## src/srps_fifo.sv

```systemverilog
// ----------------------------------------------------------------------------
// srps_fifo: two-entry command queue
// Decouples the classifier from the store side.
// ----------------------------------------------------------------------------
module srps_fifo #(
  parameter int unsigned WIDTH = 20
) (
  input  logic             clk,
  input  logic             rst_n,
  input  logic             push,
  input  logic [WIDTH-1:0] push_data,
  input  logic             pop,
  output logic [WIDTH-1:0] head,
  output logic             empty,
  output logic             full
);

  logic [WIDTH-1:0] slot_r [2];
  logic             wr_ptr_r, rd_ptr_r;
  logic [1:0]       count_r;

  assign head  = slot_r[rd_ptr_r];
  assign empty = (count_r == 2'd0);
  assign full  = (count_r == 2'd2);

  always_ff @(posedge clk) begin
    if (push) begin
      slot_r[wr_ptr_r] <= push_data;
    end
  end

  always_ff @(posedge clk) begin
    if (!rst_n) begin
      wr_ptr_r <= 1'b0;
      rd_ptr_r <= 1'b0;
      count_r  <= 2'd0;
    end else begin
      if (push) begin
        wr_ptr_r <= ~wr_ptr_r;
      end
      if (pop) begin
        rd_ptr_r <= ~rd_ptr_r;
      end
      if (push && !pop) begin
        count_r <= count_r + 2'd1;
      end else if (pop && !push) begin
        count_r <= count_r - 2'd1;
      end
    end
  end

endmodule

```

## config.mk

```make
export PLATFORM = sky130hd
export DESIGN_NAME = srps_fifo
export DESIGN_NICKNAME = d
export VERILOG_FILES = /design/src/srps_fifo.sv
export SDC_FILE = /design/constraint.sdc
export NUM_CORES = 1
export LEC_CHECK = 0
export BUFFER_PORTS_ARGS = -buffer_cell sky130_fd_sc_hd__buf_2
export CAP_MARGIN = 20
export CORE_MARGIN = 3
export CORE_UTILIZATION = 30
export CTS_BUF_LIST = sky130_fd_sc_hd__clkbuf_8
export CTS_CLUSTER_DIAMETER = 30
export CTS_CLUSTER_SIZE = 16
export DETAILED_ROUTE_END_ITERATION = 7
export SETUP_SLACK_MARGIN = 0.4
export SLEW_MARGIN = 30
export SYNTH_ARGS = -nofsm -noshare
export SYNTH_HDL_FRONTEND = slang
export SYNTH_SLANG_ARGS = --single-unit
export TNS_END_PERCENT = 100
```

## constraint.sdc

```tcl
create_clock -name clk -period 5.1 [get_ports clk]
set_clock_uncertainty 0.05 [all_clocks]
set_input_delay 1.02 -clock clk [delete_from_list [all_inputs] [get_ports clk]]
set_output_delay 1.02 -clock clk [all_outputs]
set_load 0.1 [all_outputs]
```

**Yosys cells after proc, flatten, opt, wreduce, memory -nomap -nowiden**

Memories as Yosys holds them, arrays and structs flattened. A register that Yosys moved wholly into a read port is not among the register bits.
Cells that the tools add are included.
W data, S select, Z words.

- Logic and storage cells: 21
- RAM bits: 40
- Register bits after elaboration: 4
- Memories kept: 1

Memory list:

| memory | words | width | rd ports | clocked after Yosys merged registers in | write ports | line | RTL |
|---|---|---|---|---|---|---|---|
| slot_r | 2 | 20 | 1 | 1 | 1 | 18 | `logic [WIDTH-1:0] slot_r [2];` |

- Equality and inequality tests: 1
- Add/subtract/negate cells: 2
- Mux-type cells: 6
- Bitwise operators: 2
- Reduce and logical (&&, ||, !) cells: 6

Operators with widths:

| kind | number |
|---|---|
| $mux W1 | 4 |
| $mux W2 | 2 |
| $add A2 B1 Y2 const B | 1 |
| $eq A2 B2 Y1 const B | 1 |
| $logic_and A1 B1 Y1 | 2 |
| $logic_not A1 Y1 | 2 |
| $logic_not A2 Y1 | 1 |
| $not A1 Y1 | 2 |
| $reduce_bool A2 Y1 | 1 |
| $sub A2 B1 Y2 const B | 1 |

**Logic depth before layout (Yosys ltp)**

Gate-level depths: netlist of run 1.

- Word-level depth: 4
- Depth in mapped cells: 5

**Worst setup path before layout of run 1**

No wires, ideal clock.

- Path type: register to output
- From: reg count_r[0]
- To: out empty
- Cell stages (with the launch flop): 2
- Slack: 2.447 ns
- Data arrival time: 1.583 ns
- Buffers on the path: 0
- Required time: 4.030 ns
- Cells stage by stage: dfxtp_1 nor2_1

- Longest elaborated chain between the ends: 1

Ends and longest elaborated chain:

| what | line | RTL |
|---|---|---|
| start, declared | 20 | `logic [1:0] count_r;` |
| start signal, assigned | 45 | `count_r <= count_r + 2'd1;` |
| start signal, assigned | 47 | `count_r <= count_r - 2'd1;` |
| $logic_not A2 Y1 | 23 | `assign empty = (count_r == 2'd0);` |
| end, declared | 14 | `output logic empty,` |

No other way between the ends.

==> results of run 1 <==
==> registers in the layout (all words and copies together) (netlist names), named ones only <==
name / flops
slot_r: 40
wr_ptr_r: 1
count_r: 2
rd_ptr_r: 1
==> routing by layer <==
layer	global-route usage, %	wire length (µm)	up-vias	part of all wire, %
met1	11.5	1280	411	44
met5	0	0	-	0
met4	2.53	4	0	0.14
met2	15.6	1350	40	47
met3	4.37	234	2	8.2
li1	-	-	417	-
==> cells in the final DEF, fill, tap and decap left out <==
master and count:
buf_2 45, edfxtp_1 40, mux2_2 20, dfxtp_1 5
clkbuf_8 5, and2_1 3, inv_1 2, xor2_1 2
clkinv_2 2, nor2_1 1, and2b_2 1, and2_2 1
nor2b_4 1, xnor2_1 1, nor2b_1 1, o21a_1 1
o21ai_0 1, or3_1 1, a21boi_1 1, ha_1 1
==> worst max-delay path: stages (launching register included) <==
cell,delay (ns)
dfxtp_1,0.91
mux2_2,0.31
buf_2,0.42
==> metrics by stage <==
stage / total power, mW / hold WS, ns
after floorplan: 0.623 / 0.416
after global placement: 0.657 / 0.429
after detailed placement: 0.662 / 0.444
after CTS: 0.863 / 0.454
after global routing: 0.890 / 0.503
final: 0.851 / 0.457
==> layout make-up <==
class	instances	share of cell area [%]
flip-flops and latches	45	63.5
multi-input cells	36	17.0
repair buffers	45	11.0
well taps	70	4.27
clock buffers	5	3.36
clock inverters	3	0.672
inverters	1	0.183
==> report_power, final <==
group	leakage (nW)	switching, mW	total, mW	internal (mW)
clock	0.0491	0.108	0.201	0.0929
sequential	0.417	0.0129	0.437	0.424
combinational	0.316	0.170	0.214	0.0435
total	0.782	0.291	0.851	0.560
==> path summary, 6_finish.rpt <==
kind / end / from / slack (ns)
setup / recovery: head[7] / flip-flop / 2.10
hold / removal: count_r[1]$_SDFFE_PN0P_ / count_r[1]$_SDFFE_PN0P_ / 0.46
setup reg to reg: slot_r[1][16]$_DFFE_PP_ / wr_ptr_r$_SDFFE_PN0P_ / 3.78
hold reg to reg: count_r[1]$_SDFFE_PN0P_ / count_r[1]$_SDFFE_PN0P_ / 0.46
==> synthesized netlist by cell type <==
cell and number:
mux2_2 20, and2_1 4, o21ai_0 1, edfxtp_1 40, dfxtp_1 5, xor2_1 2
a21boi_1 1, o21a_1 1, ha_1 1, nor2b_1 2, xnor2_1 1, and2b_2 1
inv_1 1, or3_1 1, nor2_1 1, buf_2 2
==> kinds of logic after synthesis <==
family	after synthesis	synth area share [%]
compound gates	3	1.21
xor+xnor	3	1.59
fa+ha+maj	1	0.756
buf+inv	3	0.831
flops	45	78.6
mux	20	13.6
simple gates	9	3.40
==> summary.md, run 1 <==
| Metric | Value |
|---|---|
| Unrepaired setup endpoints after global routing | `false` |
| Tmin final | `3.00 ns` |
| Fill count | `510` |
| TritonCTS Buffers | `5` |
| CORE AREA | `5240 µm²` |
| Worst Tran Pin Value | `0.898 ns` |
| Detailed-route via count | `870` |
| Cell variety after synth | `16` |
| Max clock buf depth | `2` |
| CTS root buffer | `clkbuf_8` |
| Hold/Removal Path Class | `flip-flop to flip-flop` |
| Startpoint types | `flip-flop` |
| Design Area, Final | `2050 µm²` |
| Die Area | `6440 µm²` |
| Final Max Slew Viols | `0` |
| Starting Density | `31.6%` |
| Dpl hpwl | `1940 µm` |
| Area of the multi-input gates | `349 µm²` |
| Netlist Area Pre-Place | `1660 µm²` |
| Hold buffers post-CTS | `0` |
| Syn-to-layout area delta | `23.8%` |
| Largest cells by area after synthesis | `edfxtp_1 (73%), mux2_2 (14%), dfxtp_1 (6.0%)` |
| Via-to-Cell Ratio | `4.24` |
| Final Hold Fails | `0` |
| Initial DRC Count | `67` |
| Post-layout util | `39.1%` |
| Share of layout cells above drive strength 1 | `55.6%` |
| Clk Latency, worst-skew pair | `0.29 ns` |
| Post-synth top area cell | `edfxtp_1` |
| TritonCTS clock tree | `yes` |
| Die Wd | `80.3 µm` |
| Port Buffers | `45` |
| VDD IR max | `0.178 mV` |
| Critical path class | `flip-flop to output port` |
| F_max | `333 MHz` |
| Post-route clock period utilization | `58.8%` |
| Vias in the first global route | `942` |
| GPL Wtd Cong | `0.707` |
| Sequential cell area | `1300 µm²` |
| Setup_tns | `0 ns` |
| Synth Instances | `84` |
| Slew HR | `40.1%` |
| Placed cells | `197` |
| Drt first pass iters | `4` |
| Synthesis Warnings | `0` |
| Clock transition at the registers of the reported paths | `0.08 ns` |
| Critical Path End Type | `output port` |
| Hold path cells | `2` |
| Fin cells | `205` |
| Syn Nets | `109` |
| # IOs | `46` |
| First-pass GRT wire length | `4530 µm` |
| Outcome | `completed` |
| GR Util All Layers | `9.58%` |
| Ant. Diodes | `0` |
| Pwr/cell area | `415 nW/µm²` |
| Rows | `26` |
| DP Area | `1970 µm²` |
| Final ANT Viol Nets | `0` |
| Drt drc | `0` |
| CP max FO | `20` |
| H-tree depth | `2` |
| Routed wire length | `2870 µm` |
| Clock net sink count | `45` |
| Number of setup buffers added after CTS | `0` |
| Synth Register Bits | `45` |
| Worst slack at placement | `2.30 ns` |
| Overflow after GRT | `0` |
| Final WS setup | `2.10 ns` |
| CP required | `4.03 ns` |
| Routed WL per cell | `14.0 µm` |
| Final nets | `159` |
| Arr. time, crit path | `1.93 ns` |
| Top-area cell type share of the netlist area | `72.6%` |
| Final setup viols | `0` |
| Largest net degree at the start of global routing | `22` |
| Syn avg cell area | `19.7 µm²` |
| Die height | `80.3 µm` |
| R2R cell count | `1` |
| # Max-Cap Violations | `0` |
| CTS resizes | `0` |
| Seq/Total Area, Yosys | `78.6%` |
| Leak | `0.782 nW` |
| Initial antenna violation count | `0` |
Power figures use the tool's default switching activity.
==> run 2: changes to the inputs <==
==> constraint.sdc (replaced) <==
create_clock -name clk -period 2.4 [get_ports clk]
set_clock_uncertainty 0.05 [all_clocks]
set_input_delay 0.48 -clock clk [delete_from_list [all_inputs] [get_ports clk]]
set_output_delay 0.48 -clock clk [all_outputs]
set_load 0.1 [all_outputs]
==> run 2 against run 1 <==
Cell area up 16%. Worst setup slack got worse by 1.6 ns. Die area unchanged. Sequential power grew 110%. Critical path type unchanged. Largest power group unchanged.
==> summary.md, run 2 (same netlist as run 1, synthesis figures left out) <==
| Metric | Value |
|---|---|
| Hold/Removal Path Class | `input port to flip-flop (was flip-flop to flip-flop)` |
| CTS root buffer | `clkbuf_8 (unchanged)` |
| Hold path cells | `1 (was 2)` |
| CORE AREA | `5240 µm² (unchanged)` |
| Clk Latency, worst-skew pair | `0.28 ns (was 0.29 ns)` |
| VDD IR max | `0.421 mV (was 0.178 mV)` |
| Worst R2R Start | `wr_ptr_r$_SDFFE_PN0P_ (unchanged)` |
| Net Switching | `0.621 mW (was 0.291 mW)` |
| Routed wire length | `2800 µm (was 2870 µm)` |
| Dpl hpwl | `2070 µm (was 1940 µm)` |
| Port Buffers | `45 (unchanged)` |
| Max clock buf depth | `2 (unchanged)` |
| TritonCTS Buffers | `5 (unchanged)` |
| Placed cells | `201 (was 197)` |
| Max reg flops | `40 (unchanged)` |
| H-tree depth | `2 (unchanged)` |
| Hold WS | `0.333 ns (was 0.457 ns)` |
| P_int | `1.30 mW (was 0.560 mW)` |
| Die height | `80.3 µm (unchanged)` |
| Ant. Diodes | `0 (unchanged)` |
| Share of layout cells above drive strength 1 | `55.8% (was 55.6%)` |
| GR Util met2 | `17.1% (was 15.6%)` |
| R2R cell count | `2 (was 1)` |
| Critical path class | `flip-flop to output port (unchanged)` |
| GRT met1 Usage | `10.5% (was 11.5%)` |
| Crit path max-delay cell type | `mux2_2 (was dfxtp_1)` |
| Comb power frac | `31.3% (was 25.1%)` |
| Share of power burned in registers | `47.7% (was 51.3%)` |
| Design Power | `1.92 mW (was 0.851 mW)` |
| Die Area | `6440 µm² (unchanged)` |
| Top flop regs | `slot_r (40), count_r (2) (unchanged)` |
| Design Area, Final | `2370 µm² (was 2050 µm²)` |
| Vias in the first global route | `975 (was 942)` |
| Slew HR | `67.7% (was 40.1%)` |
| First-pass GRT wire length | `4600 µm (was 4530 µm)` |
| Worst slack at placement | `0.682 ns (was 2.30 ns)` |
| Syn-to-layout area delta | `43.4% (was 23.8%)` |
| Switching part of the total | `32.3% (was 34.2%)` |
| TritonCTS clock tree | `yes (unchanged)` |
| Post-route clock period utilization | `79.5%` |
| CP required | `1.87 ns (was 4.03 ns)` |
| GR Util All Layers | `9.68% (was 9.58%)` |
| F_max | `524 MHz` |
| Clk pwr share | `21.0% (was 23.6%)` |
| # IOs | `46 (unchanged)` |
| RR Endpoint | `slot_r[1][17]$_DFFE_PP_ (was slot_r[1][16]$_DFFE_PP_)` |
| Final WS setup | `0.491 ns (was 2.10 ns)` |
| CP max FO | `20 (unchanged)` |
| Routed WL per cell | `13.4 µm (was 14.0 µm)` |
| Leak | `0.902 nW (was 0.782 nW)` |
| Startpoint types | `flip-flop (unchanged)` |
| Initial antenna violation count | `0 (unchanged)` |
| GR Layer Usage met3 | `3.92% (was 4.37%)` |
| Drt first pass iters | `4 (unchanged)` |
| Clock net sink count | `45 (unchanged)` |
| Final nets | `163 (was 159)` |
| Most used routing layer | `met2 (unchanged)` |
| CP peak stage delay | `0.39 ns (was 0.91 ns)` |
| # Max-Cap Violations | `0 (unchanged)` |
| Final Max Slew Viols | `0 (unchanged)` |
| Largest net degree at the start of global routing | `21 (was 22)` |
| DP Area | `2290 µm² (was 1970 µm²)` |
| Die Wd | `80.3 µm (unchanged)` |
| Fin cells | `208 (was 205)` |
| Starting Density | `31.6% (unchanged)` |
| Hold path startpoint | `push_data[16] (was count_r[1]$_SDFFE_PN0P_)` |
| Final ANT Viol Nets | `0 (unchanged)` |
| Post-layout util | `45.3% (was 39.1%)` |
| Critical Path End Type | `output port (unchanged)` |
| Critical path, cell by cell | `buf_6 -> mux2_2 -> buf_12 (was mux2_2 -> buf_2)` |
| Detailed-route via count | `871 (was 870)` |
| Arr. time, crit path | `1.38 ns (was 1.93 ns)` |
| Clock transition at the registers of the reported paths | `0.07 ns (was 0.08 ns)` |
| Rows | `26 (unchanged)` |
| Tmin final | `1.91 ns` |
| Setup_tns | `0 ns (unchanged)` |
| Final setup viols | `0 (unchanged)` |
| Worst hold endpoint | `slot_r[0][16]$_DFFE_PP_ (was count_r[1]$_SDFFE_PN0P_)` |
| Overflow after GRT | `0 (unchanged)` |
| Reg with most FFs | `slot_r (unchanged)` |
| R2R setup slack | `1.00 ns (was 3.78 ns)` |
| Worst Tran Pin Value | `0.487 ns (was 0.898 ns)` |
| Unrepaired setup endpoints after global routing | `false (unchanged)` |
| Via-to-Cell Ratio | `4.19 (was 4.24)` |
| GPL Wtd Cong | `0.612 (was 0.707)` |
| Most frequent cells in the layout | `edfxtp_1 (40), buf_2 (25), mux2_2 (20), buf_12 (20) (was buf_2 (45), edfxtp_1 (40), mux2_2 (20))` |
| Initial DRC Count | `26 (was 67)` |
| Outcome | `completed (unchanged)` |
| Final Hold Fails | `0 (unchanged)` |
| Most common cell after layout, fill and taps aside | `edfxtp_1 (was buf_2)` |
| Drt drc | `0 (unchanged)` |
| Pwr/cell area | `809 nW/µm² (was 415 nW/µm²)` |
[run 2: cell types whose count changed in the layout (fill, tap and decap cells not counted), sizes merged]
| cell | delta |
|---|---|
| buf | +4 |
| clkinv | -1 |
[run 2: worst max path at each step]
stage	startpoint	end	slack, ns	cells after the start
finish	flip-flop	head[18]	0.49	3
detailed placement	push	slot_r[1][19]$_DFFE_PP_	0.68	3
floorplan	push	slot_r[0][0]$_DFFE_PP_	0.50	1
global placement	flip-flop	head[18]	0.72	3
global route	flip-flop	head[3]	0.42	3
CTS	flip-flop	head[18]	0.40	3
[run 2: area by class of cell]
class	count	area, µm²
clock inverters	2	7.51
multi-input cells	36	345
repair buffers	49	559
flip-flops and latches	45	1300
fillers	478	2860
clock buffers	5	68.8
well taps	70	87.6
inverters	1	3.75
[run 2: power groups by stage]
stage          registers, mW  clock network, mW  logic (mW)
2_1_floorplan          0.930                  0       0.396
3_3_place_gp           0.931                  0       0.600
3_5_place_dp           0.934                  0       0.605
4_1_cts                0.916              0.428       0.607
5_1_grt                0.921              0.458       0.622
6_report               0.916              0.404       0.601
[run 2: routing by layer]
metal / part of all wire, % / wire (µm) / vias to the layer above
li1: - / - / 423
met1: 38 / 1050 / 414
met2: 55 / 1530 / 29
met3: 6.2 / 173 / 5
met4: 1.3 / 37 / 0
met5: 0 / 0 / -
[run 2: repair_timing]
| action | 4_1_cts | 5_1_grt |
|---|---|---|
| gates resized for setup | 0 | 1 |
| setup endpoints to repair | 0 | 20 |
| buffers inserted | 0 | 0 |
| hold buffers | 0 | 0 |
[run 2: worst max-delay path, delay by kind of cell, from the launching register on]
kind,cells,cell delay (ns)
flip-flops,1,0.32
multiplexers,1,0.39
buffers and inverters,2,0.38
