## config.mk

```make
export PLATFORM = sky130hd
export DESIGN_NAME = srps_front
export DESIGN_NICKNAME = d
export VERILOG_FILES = /design/src/srps_pkg.sv /design/src/srps_front.sv
export SDC_FILE = /design/constraint.sdc
export NUM_CORES = 1
export LEC_CHECK = 0
export BUFFER_PORTS_ARGS = -buffer_cell sky130_fd_sc_hd__buf_2
export CORE_MARGIN = 4
export CORE_UTILIZATION = 37
export DETAILED_ROUTE_END_ITERATION = 10
export GPL_TIMING_DRIVEN = 0
export PLACE_DENSITY_LB_ADDON = 0.1
export SLEW_MARGIN = 10
export SYNTH_ARGS = -nofsm -noshare
export SYNTH_HDL_FRONTEND = slang
export SYNTH_SLANG_ARGS = --single-unit
```

## constraint.sdc

```tcl
create_clock -name clk -period 2.5 [get_ports clk]
set_input_delay 0.125 -clock clk [delete_from_list [all_inputs] [get_ports clk]]
set_output_delay 0.125 -clock clk [all_outputs]
set_load 0.005 [all_outputs]
```

## src/srps_pkg.sv

```systemverilog
// ----------------------------------------------------------------------------
// srps_pkg: shared types and constants for the serial record/playback store
// Mode codes, queue command kinds, register indexes and reset values.
// ----------------------------------------------------------------------------
package srps_pkg;

  typedef enum logic [1:0] {
    MODE_STOPPED   = 2'd0,
    MODE_RECORDING = 2'd1,
    MODE_PLAYBACK  = 2'd2
  } mode_t;

  // Commands passed from the front end to the store side
  typedef enum logic [1:0] {
    CMD_WRITE = 2'd0,  // store data at addr
    CMD_SEND  = 2'd1,  // transmit data as is
    CMD_READ  = 2'd2   // transmit store[addr]
  } cmd_kind_t;

  localparam int unsigned CMD_KIND_W = 2;

  // Configuration register indexes
  localparam logic CFG_TOGGLE_IDX = 1'b0;
  localparam logic CFG_PLAY_IDX   = 1'b1;

  localparam logic [7:0] TOGGLE_CODE_RST = 8'h1A;
  localparam logic [7:0] PLAY_CODE_RST   = 8'h19;
  localparam logic [7:0] ERASED_BYTE     = 8'hFF;
  localparam logic [7:0] NO_BYTE         = 8'h00;

endpackage

```

## src/srps_front.sv

```systemverilog
// ----------------------------------------------------------------------------
// srps_front: event classifier
// Holds mode, held byte, addresses and control codes; turns each event into
// at most one store command.
// ----------------------------------------------------------------------------
module srps_front #(
  parameter int unsigned STORE_DEPTH = 1024,
  localparam int unsigned AW = $clog2(STORE_DEPTH)
) (
  input  logic                  clk,
  input  logic                  rst_n,
  input  logic                  cfg_we,
  input  logic                  cfg_index,
  input  logic [7:0]            cfg_wdata,
  input  logic                  ev_take,
  input  logic                  ev_operation,
  input  logic [7:0]            ev_rx_byte,
  output logic                  cmd_push,
  output srps_pkg::cmd_kind_t   cmd_kind,
  output logic [AW-1:0]         cmd_addr,
  output logic [7:0]            cmd_data
);

  logic [7:0]          toggle_code_r;
  logic [7:0]          play_code_r;
  srps_pkg::mode_t     mode_r, mode_nxt;
  logic [7:0]          held_r, held_nxt;
  logic [AW-1:0]       wr_addr_r, wr_addr_nxt;
  logic [AW-1:0]       rd_addr_r, rd_addr_nxt;
  logic                wrapped_r, wrapped_nxt;
  logic                armed_r, armed_nxt;
  logic                wr_last, rd_last;

  assign wr_last = (wr_addr_r == AW'(STORE_DEPTH - 1));
  assign rd_last = (rd_addr_r == AW'(STORE_DEPTH - 1));

  always_comb begin
    mode_nxt    = mode_r;
    held_nxt    = held_r;
    wr_addr_nxt = wr_addr_r;
    rd_addr_nxt = rd_addr_r;
    wrapped_nxt = wrapped_r;
    armed_nxt   = armed_r;
    cmd_push    = 1'b0;
    cmd_kind    = srps_pkg::CMD_SEND;
    cmd_addr    = wr_addr_r;
    cmd_data    = held_r;
    if (ev_take) begin
      if (!ev_operation) begin
        held_nxt  = ev_rx_byte;
        armed_nxt = 1'b1;
        if (ev_rx_byte == toggle_code_r) begin
          mode_nxt = (mode_r == srps_pkg::MODE_RECORDING) ? srps_pkg::MODE_STOPPED
                                                          : srps_pkg::MODE_RECORDING;
          held_nxt = srps_pkg::NO_BYTE;
        end else if (ev_rx_byte == play_code_r && mode_r != srps_pkg::MODE_PLAYBACK) begin
          mode_nxt = srps_pkg::MODE_PLAYBACK;
          held_nxt = srps_pkg::NO_BYTE;
        end
        if (held_nxt != srps_pkg::NO_BYTE && mode_nxt == srps_pkg::MODE_RECORDING) begin
          cmd_push    = 1'b1;
          cmd_kind    = srps_pkg::CMD_WRITE;
          cmd_addr    = wr_addr_r;
          cmd_data    = held_nxt;
          wr_addr_nxt = wr_last ? '0 : wr_addr_r + 1'b1;
          if (wr_last) begin
            wrapped_nxt = 1'b1;
          end
        end
      end else if (armed_r && mode_r == srps_pkg::MODE_PLAYBACK) begin
        cmd_push = 1'b1;
        if (held_r != srps_pkg::NO_BYTE) begin
          cmd_kind = srps_pkg::CMD_SEND;
          cmd_data = held_r;
          held_nxt = srps_pkg::NO_BYTE;
        end else begin
          // never-written entries read back as erased
          cmd_kind    = (wrapped_r || rd_addr_r < wr_addr_r) ? srps_pkg::CMD_READ
                                                              : srps_pkg::CMD_SEND;
          cmd_addr    = rd_addr_r;
          cmd_data    = srps_pkg::ERASED_BYTE;
          rd_addr_nxt = rd_last ? '0 : rd_addr_r + 1'b1;
        end
      end
    end
  end

  always_ff @(posedge clk) begin
    if (!rst_n) begin
      toggle_code_r <= srps_pkg::TOGGLE_CODE_RST;
      play_code_r   <= srps_pkg::PLAY_CODE_RST;
      mode_r        <= srps_pkg::MODE_STOPPED;
      held_r        <= srps_pkg::NO_BYTE;
      wr_addr_r     <= '0;
      rd_addr_r     <= '0;
      wrapped_r     <= 1'b0;
      armed_r       <= 1'b0;
    end else begin
      mode_r    <= mode_nxt;
      held_r    <= held_nxt;
      wr_addr_r <= wr_addr_nxt;
      rd_addr_r <= rd_addr_nxt;
      wrapped_r <= wrapped_nxt;
      armed_r   <= armed_nxt;
      if (cfg_we) begin
        unique case (cfg_index)
          srps_pkg::CFG_TOGGLE_IDX: toggle_code_r <= cfg_wdata;
          srps_pkg::CFG_PLAY_IDX:   play_code_r   <= cfg_wdata;
          default: ;
        endcase
      end
    end
  end

endmodule

```

# [Word level (Yosys, flattened, before mapping)]
# Cells that the tools add are included.
[totals] reg_bits=48 inputBits=22 out_inout_bits=21 wordCells=70
[classes] addsub=2 magnitude_cmp=1 n_eq_ne=10 mux=33 n_bitwise=3 n_reduce_logical=13
[op_table] operator="$mux 8" n=12
[op_table] operator="$mux 10" n=6
[op_table] operator="$add 10x1->10 const B" n=2
[op_table] operator="$eq 10x10->1 const B" n=2
[op_table] operator="$mux 2" n=9
[op_table] operator="$eq 8x8->1" n=2
[op_table] operator="$reduce_bool 8->1" n=2
[op_table] operator="$lt 10x10->1" n=1
[op_table] operator="$reduce_and 4->1" n=2
[op_table] operator="$mux 1" n=6
[op_table] operator="$reduce_and 2->1" n=3
[op_table] operator="$reduce_and 3->1" n=2
[op_table] operator="$eq 2x1->1 const B" n=2
[op_table] operator="$ne 2x1->1 const B" n=2
[op_table] operator="$logic_and 1x1->1" n=3
[op_table] operator="$not 1->1" n=3
[op_table] operator="$eq 2x2->1 const B" n=1
[op_table] operator="$ne 2x2->1 const B" n=1
[op_table] operator="$logic_or 1x1->1" n=1

# [Longest topological paths before layout]
[logic_depth] depth_word=11 mapped_depth=8 mapped_depth_nobuf=8

# [Least setup slack after synthesis]
# OpenSTA, ideal clock, no wires.
[synth_path] path_type="register to register" from="reg held_r[4]" to="reg rd_addr_r[5]" setup_time_ps=120 t_arrival_ps=1898 required_ps=2380 setup_slack_ps=483 stages_incl_launch_ff=8 n_path_buf=1 synth_period_minus_slack_ps=2017 cell_sequence="dfxtp_1 -> or4_4 -> or4_4 -> buf_6 -> nor2_4 -> nand4_1 -> xor2_1 -> nor2_2"
[synth_between] elab_chain_cells=3
[synth_lines] element="start: declaration" line_no="srps_front.sv:27" source="logic [7:0] held_r, held_nxt;"
[synth_lines] element="start signal: assignment" line_no="srps_front.sv:93" source="held_r <= srps_pkg::NO_BYTE;"
[synth_lines] element="start signal: assignment" line_no="srps_front.sv:100" source="held_r <= held_nxt;"
[synth_lines] element="$reduce_bool 8->1" line_no="srps_front.sv:72" source="if (held_r != srps_pkg::NO_BYTE) begin"
[synth_lines] element="$not 1->1 (no source line)"
[synth_lines] element="$reduce_and 4->1 (no source line)"
[synth_lines] element="end signal: assignment" line_no="srps_front.sv:102" source="rd_addr_r <= rd_addr_nxt;"
[synth_lines] element="end: declaration" line_no="srps_front.sv:29" source="logic [AW-1:0] rd_addr_r, rd_addr_nxt;"
# No other way between the ends.
# A chain may end at the register's enable or synchronous reset.

# [Worst setup path after layout]
[layout_path] from="reg play_code_r[6]" to="out cmd_data[3]"
[layout_between] elab_chain_cells=11 word_cells_on_any_way=16 classes_between="eq/ne (2); mux (11); reduce/logical (3)"
[layout_lines] element="start: declaration" line_no="srps_front.sv:25" source="logic [7:0] play_code_r;"
[layout_lines] element="start signal: assignment" line_no="srps_front.sv:91" source="play_code_r <= srps_pkg::PLAY_CODE_RST;"
[layout_lines] element="start signal: assignment" line_no="srps_front.sv:108" source="srps_pkg::CFG_PLAY_IDX: play_code_r <= cfg_wdata;"
[layout_lines] element="$eq 8x8->1 (*)" line_no="srps_front.sv:56" source="end else if (ev_rx_byte == play_code_r && mode_r != srps_pkg::MODE_PLAYBACK) begin"
[layout_lines] element="$logic_and 1x1->1 (*)" line_no="srps_front.sv:56"
[layout_lines] element="$mux 8 or $mux 2 (tied branches)" line_no="srps_front.sv:56"
[layout_lines] element="$mux 8 or $mux 2 (tied branches)" line_no="srps_front.sv:52" source="if (ev_rx_byte == toggle_code_r) begin"
[layout_lines] element="$mux 8 or $mux 2 (tied branches)" line_no="srps_front.sv:49" source="if (!ev_operation) begin"
[layout_lines] element="$mux 8 or $mux 2 (tied branches)" line_no="srps_front.sv:48" source="if (ev_take) begin"
[layout_lines] element="$reduce_bool 8->1 or $eq 2x1->1 (tied branches)" line_no="srps_front.sv:60" source="if (held_nxt != srps_pkg::NO_BYTE && mode_nxt == srps_pkg::MODE_RECORDING) begin"
[layout_lines] element="$logic_and 1x1->1" line_no="srps_front.sv:60"
[layout_lines] element="$mux 8 (*)" line_no="srps_front.sv:60"
[layout_lines] element="$mux 8 (*)" line_no="srps_front.sv:49"
[layout_lines] element="$mux 8 (*)" line_no="srps_front.sv:48"
[layout_lines] element="end: declaration" line_no="srps_front.sv:21" source="output logic [7:0] cmd_data"
# Mark *: on every way between the ends. The rest lies on a longest branch, timed or not. The select of a mux whose other input is x is not followed.

==> flow_metrics.env <==
export IMPL_synth_simple_area_share=0.2925
export IMPL_finalHoldViolations=0
export IMPL_seq_area_frac_synth=0.3494
export IMPL_dpl_instance_area_sq_um=3084
export IMPL_synth_seq_cells=48
export IMPL_grt_max_degree=16
export IMPL_vias=2467
export IMPL_antenna_cells=0
export IMPL_synth_common_cells="nand2_1 (92), dfxtp_1 (48), a21boi_0 (21)"
export IMPL_dp_hpwl_um=5178
export IMPL_grt_usage=0.1656
export IMPL_synth_edf_count=0
export IMPL_slew_viol_final=0
export IMPL_rrSetupSlack_ns=0.31
export IMPL_synth_largest_area_cell="dfxtp_1"
export IMPL_path_cells="xor2_1 > nor4_1 > o2111a_1 > nor3_4 > clkbuf_4 > mux2i_1 > nand2_1 > buf_2"
export IMPL_hold_buffers=0
export IMPL_hold_class="in2reg"
export IMPL_synth_top_family_by_area="simple AND/OR/NAND/NOR gates"
export IMPL_leakage_nw=1.317
export IMPL_end_kind="output pin"
export IMPL_fillers=766
export IMPL_yosys_area_share_adder=0.05005
export IMPL_htree_levels=2
export IMPL_cts_buffers=5
export IMPL_syn_to_final_growth_pct=16.20
export IMPL_relSlewSlack=0.3956
export IMPL_die_y_um=94.22
export IMPL_clkLatencyLatePin_ns=0.30
export IMPL_fin_crit_sh=0.9364
export IMPL_core_sq_um=7253
export IMPL_rows=31
export IMPL_startpoint_type="register"
export IMPL_area_sequential_sq_um=960.9
export IMPL_dr_pass1_iters=4
export IMPL_drt_wl_total_um=6819
export IMPL_cp_endpoint="cmd_data[3]"
export IMPL_crit_type="reg2out"
export IMPL_gp_congestion=0.7879
export IMPL_ir_worst_vdd_v=0.0002423
export IMPL_post_route_util=0.4406
export IMPL_drtIter0Drc=59
export IMPL_avgViaCountPerCell=4.954
export IMPL_fin_tns_setup_ns=0
export IMPL_status="completed"
export IMPL_power_density_nw_per_um2=450.1
export IMPL_port_buffers=42
export IMPL_netlist_instances=349
export IMPL_min_period_ns=2.341
export IMPL_grt_pass1_wl_um=11650
export IMPL_cp_max_fo=10
export IMPL_drc=0
export IMPL_async_reset_ff_frac=0
export IMPL_synth_top_area_frac=0.3494
export IMPL_ys_warnings_count=0
export IMPL_synthTopCellsByArea="dfxtp_1 (35%), nand2_1 (13%), a21boi_0 (5.7%), ha_1 (5.0%), mux2i_1 (4.7%)"
export IMPL_dp_cells=490
export IMPL_yosysMostFrequentCell="nand2_1"
export IMPL_syn_area_sq_um=2750
export IMPL_ctsLongestPathBuffers=2
export IMPL_max_freq_mhz=427.2
export IMPL_ys_flop_type="dfxtp_1"
export IMPL_arrival_ns=2.22
export IMPL_slowest_delay_ns=0.36
export IMPL_synth_compound_area_share=0.1460
export IMPL_synth_mux_area_frac=0.04732
export IMPL_reg2reg_to="rd_addr_r[5]"
export IMPL_grt_overflow=0
export IMPL_tightest_slew_ns=0.8997
export IMPL_die_w_um=94.22
export IMPL_antenna_left=0
export IMPL_syn_num_nets=382
export IMPL_num_nets_final=431
export IMPL_synth_xor_xnor_area_share=0.07325
export IMPL_grt_setup_unrepaired="no"
export IMPL_final_cell_area_sq_um=3196
export IMPL_cts_tree="built"
export IMPL_synth_cell_types=43
export IMPL_antenna_found_initial=0
export IMPL_grt_pass1_vias=2375
export IMPL_initial_core_util=0.3792
export IMPL_multiInputGateArea_sq_um=1685
export IMPL_path_clk_slew_ns=0.09
export IMPL_root_buffer="clkbuf_8"
export IMPL_finalSetupViolations=0
export IMPL_die_area_sq_um=8876
export IMPL_cp_required_ns=2.38
export IMPL_cap_violations=0
export IMPL_holdWs_ns=0.04641
export IMPL_rr_startpoint="held_r[4]"
export IMPL_wire_per_inst_um=13.69
export IMPL_critPathLaunch="play_code_r[6]"
export IMPL_fin_cells=498
export IMPL_cts_sinks=48
export IMPL_finalClockSkew_ns=0.008182
export IMPL_postSynthAreaPerCell_sq_um=7.880
export IMPL_drive_above_1_share=0.1604
export IMPL_slowest_stage="nor4_1"
export IMPL_r2r_cells=7
export IMPL_io_pins=43
export IMPL_holdCritStartpoint="cfg_wdata[4]"
[report_power, final]
part | total, mW | switching (mW) | internal [mW]
clock network | 0.489 | 0.263 | 0.226
registers | 0.799 | 0.0142 | 0.785
logic | 0.150 | 0.0858 | 0.0638
[per-stage QoR]
step | setup slack, ns | total power, mW
2_1_floorplan | 0.4829 | 0.9051
3_3_place_gp | 0.2729 | 0.9688
3_5_place_dp | 0.2702 | 0.9689
4_1_cts | 0.06720 | 1.451
5_1_grt | 0.009705 | 1.505
6_report | 0.1591 | 1.438
[worst min path at each step]
stage | end | slack, ns | depth (start not counted)
2_1_floorplan | play_code_r[3] | 0.25 | 2
3_3_place_gp | play_code_r[4] | 0.35 | 3
3_5_place_dp | toggle_code_r[1] | 0.36 | 3
4_1_cts | toggle_code_r[1] | 0.04 | 3
5_1_grt | play_code_r[4] | 0.06 | 3
6_report | play_code_r[4] | 0.05 | 3
[kinds of logic after synthesis]
kind of cell | Yosys count
AOI/OAI and AO/OA | 60
xor gates and xnor gates | 23
adders and majority gates | 11
buffers and inverters | 28
DFF | 48
muxes | 13
and+or+nand+nor | 166
[registers in the layout (all words and copies together), names as in the netlist]
| register | flops |
|---|---|
| toggle_code_r | 8 |
| mode_r | 2 |
| wr_addr_r | 10 |
| held_r | 8 |
| play_code_r | 8 |
| wrapped_r | 1 |
| rd_addr_r | 10 |
| armed_r | 1 |
[layout by cell type (no fill, tap or decap), types with 2 or more instances in the layout]
master and count:
nand2_1 92, dfxtp_1 48, buf_2 42, a21boi_0 21
nand3_1 16, o21ai_0 14, mux2i_1 13, clkbuf_1 13
inv_1 12, xnor2_1 12, xor2_1 11, nor2_1 11
ha_1 11, nand4_1 9, nor2b_1 7, clkbuf_8 6
a21oi_1 5, and3_1 5, a21o_1 4, and2_1 4
nor4_1 3, nor3_1 3, o21a_1 3, o22ai_1 3
or4_4 2, buf_4 2, nand2b_1 2, a31oi_1 2
and4_1 2, a22oi_1 2
[repair_timing]
action	CTS	global route
endpoints found under the hold margin	0	0
setup buffers	0	1
pin swaps	0	1
resized for setup	1	8
setup endpoints to repair	2	19
[layer usage]
layer | wire length (um) | global-route usage | vias to the layer above | share of wire
li1 | - | - | 1289 | -
met1 | 3292 | 0.2175 | 1117 | 0.48
met2 | 3156 | 0.2801 | 52 | 0.46
met3 | 286 | 0.02965 | 9 | 0.042
met4 | 82 | 0.03971 | 0 | 0.012
met5 | 0 | 0 | - | 0
[worst max-delay path, delay by kind of cell (launching register included)]
kind	cells	cell delay, ns
mux	1	0.19
buf+inv	2	0.36
compound gates	1	0.35
flops	1	0.33
xor+xnor	1	0.15
simple gates	3	0.52
[cell type report]
class / instances / share of cell area
Buffer: 15 / 0.02271
Multi-Input combinational cell: 273 / 0.5274
Tap cell: 99 / 0.03876
Timing Repair Buffer: 43 / 0.06813
Sequential cell: 48 / 0.3007
Inverter: 12 / 0.01410
Clock buffer: 8 / 0.02819
Note: power is estimated with default switching activity, not from simulation.
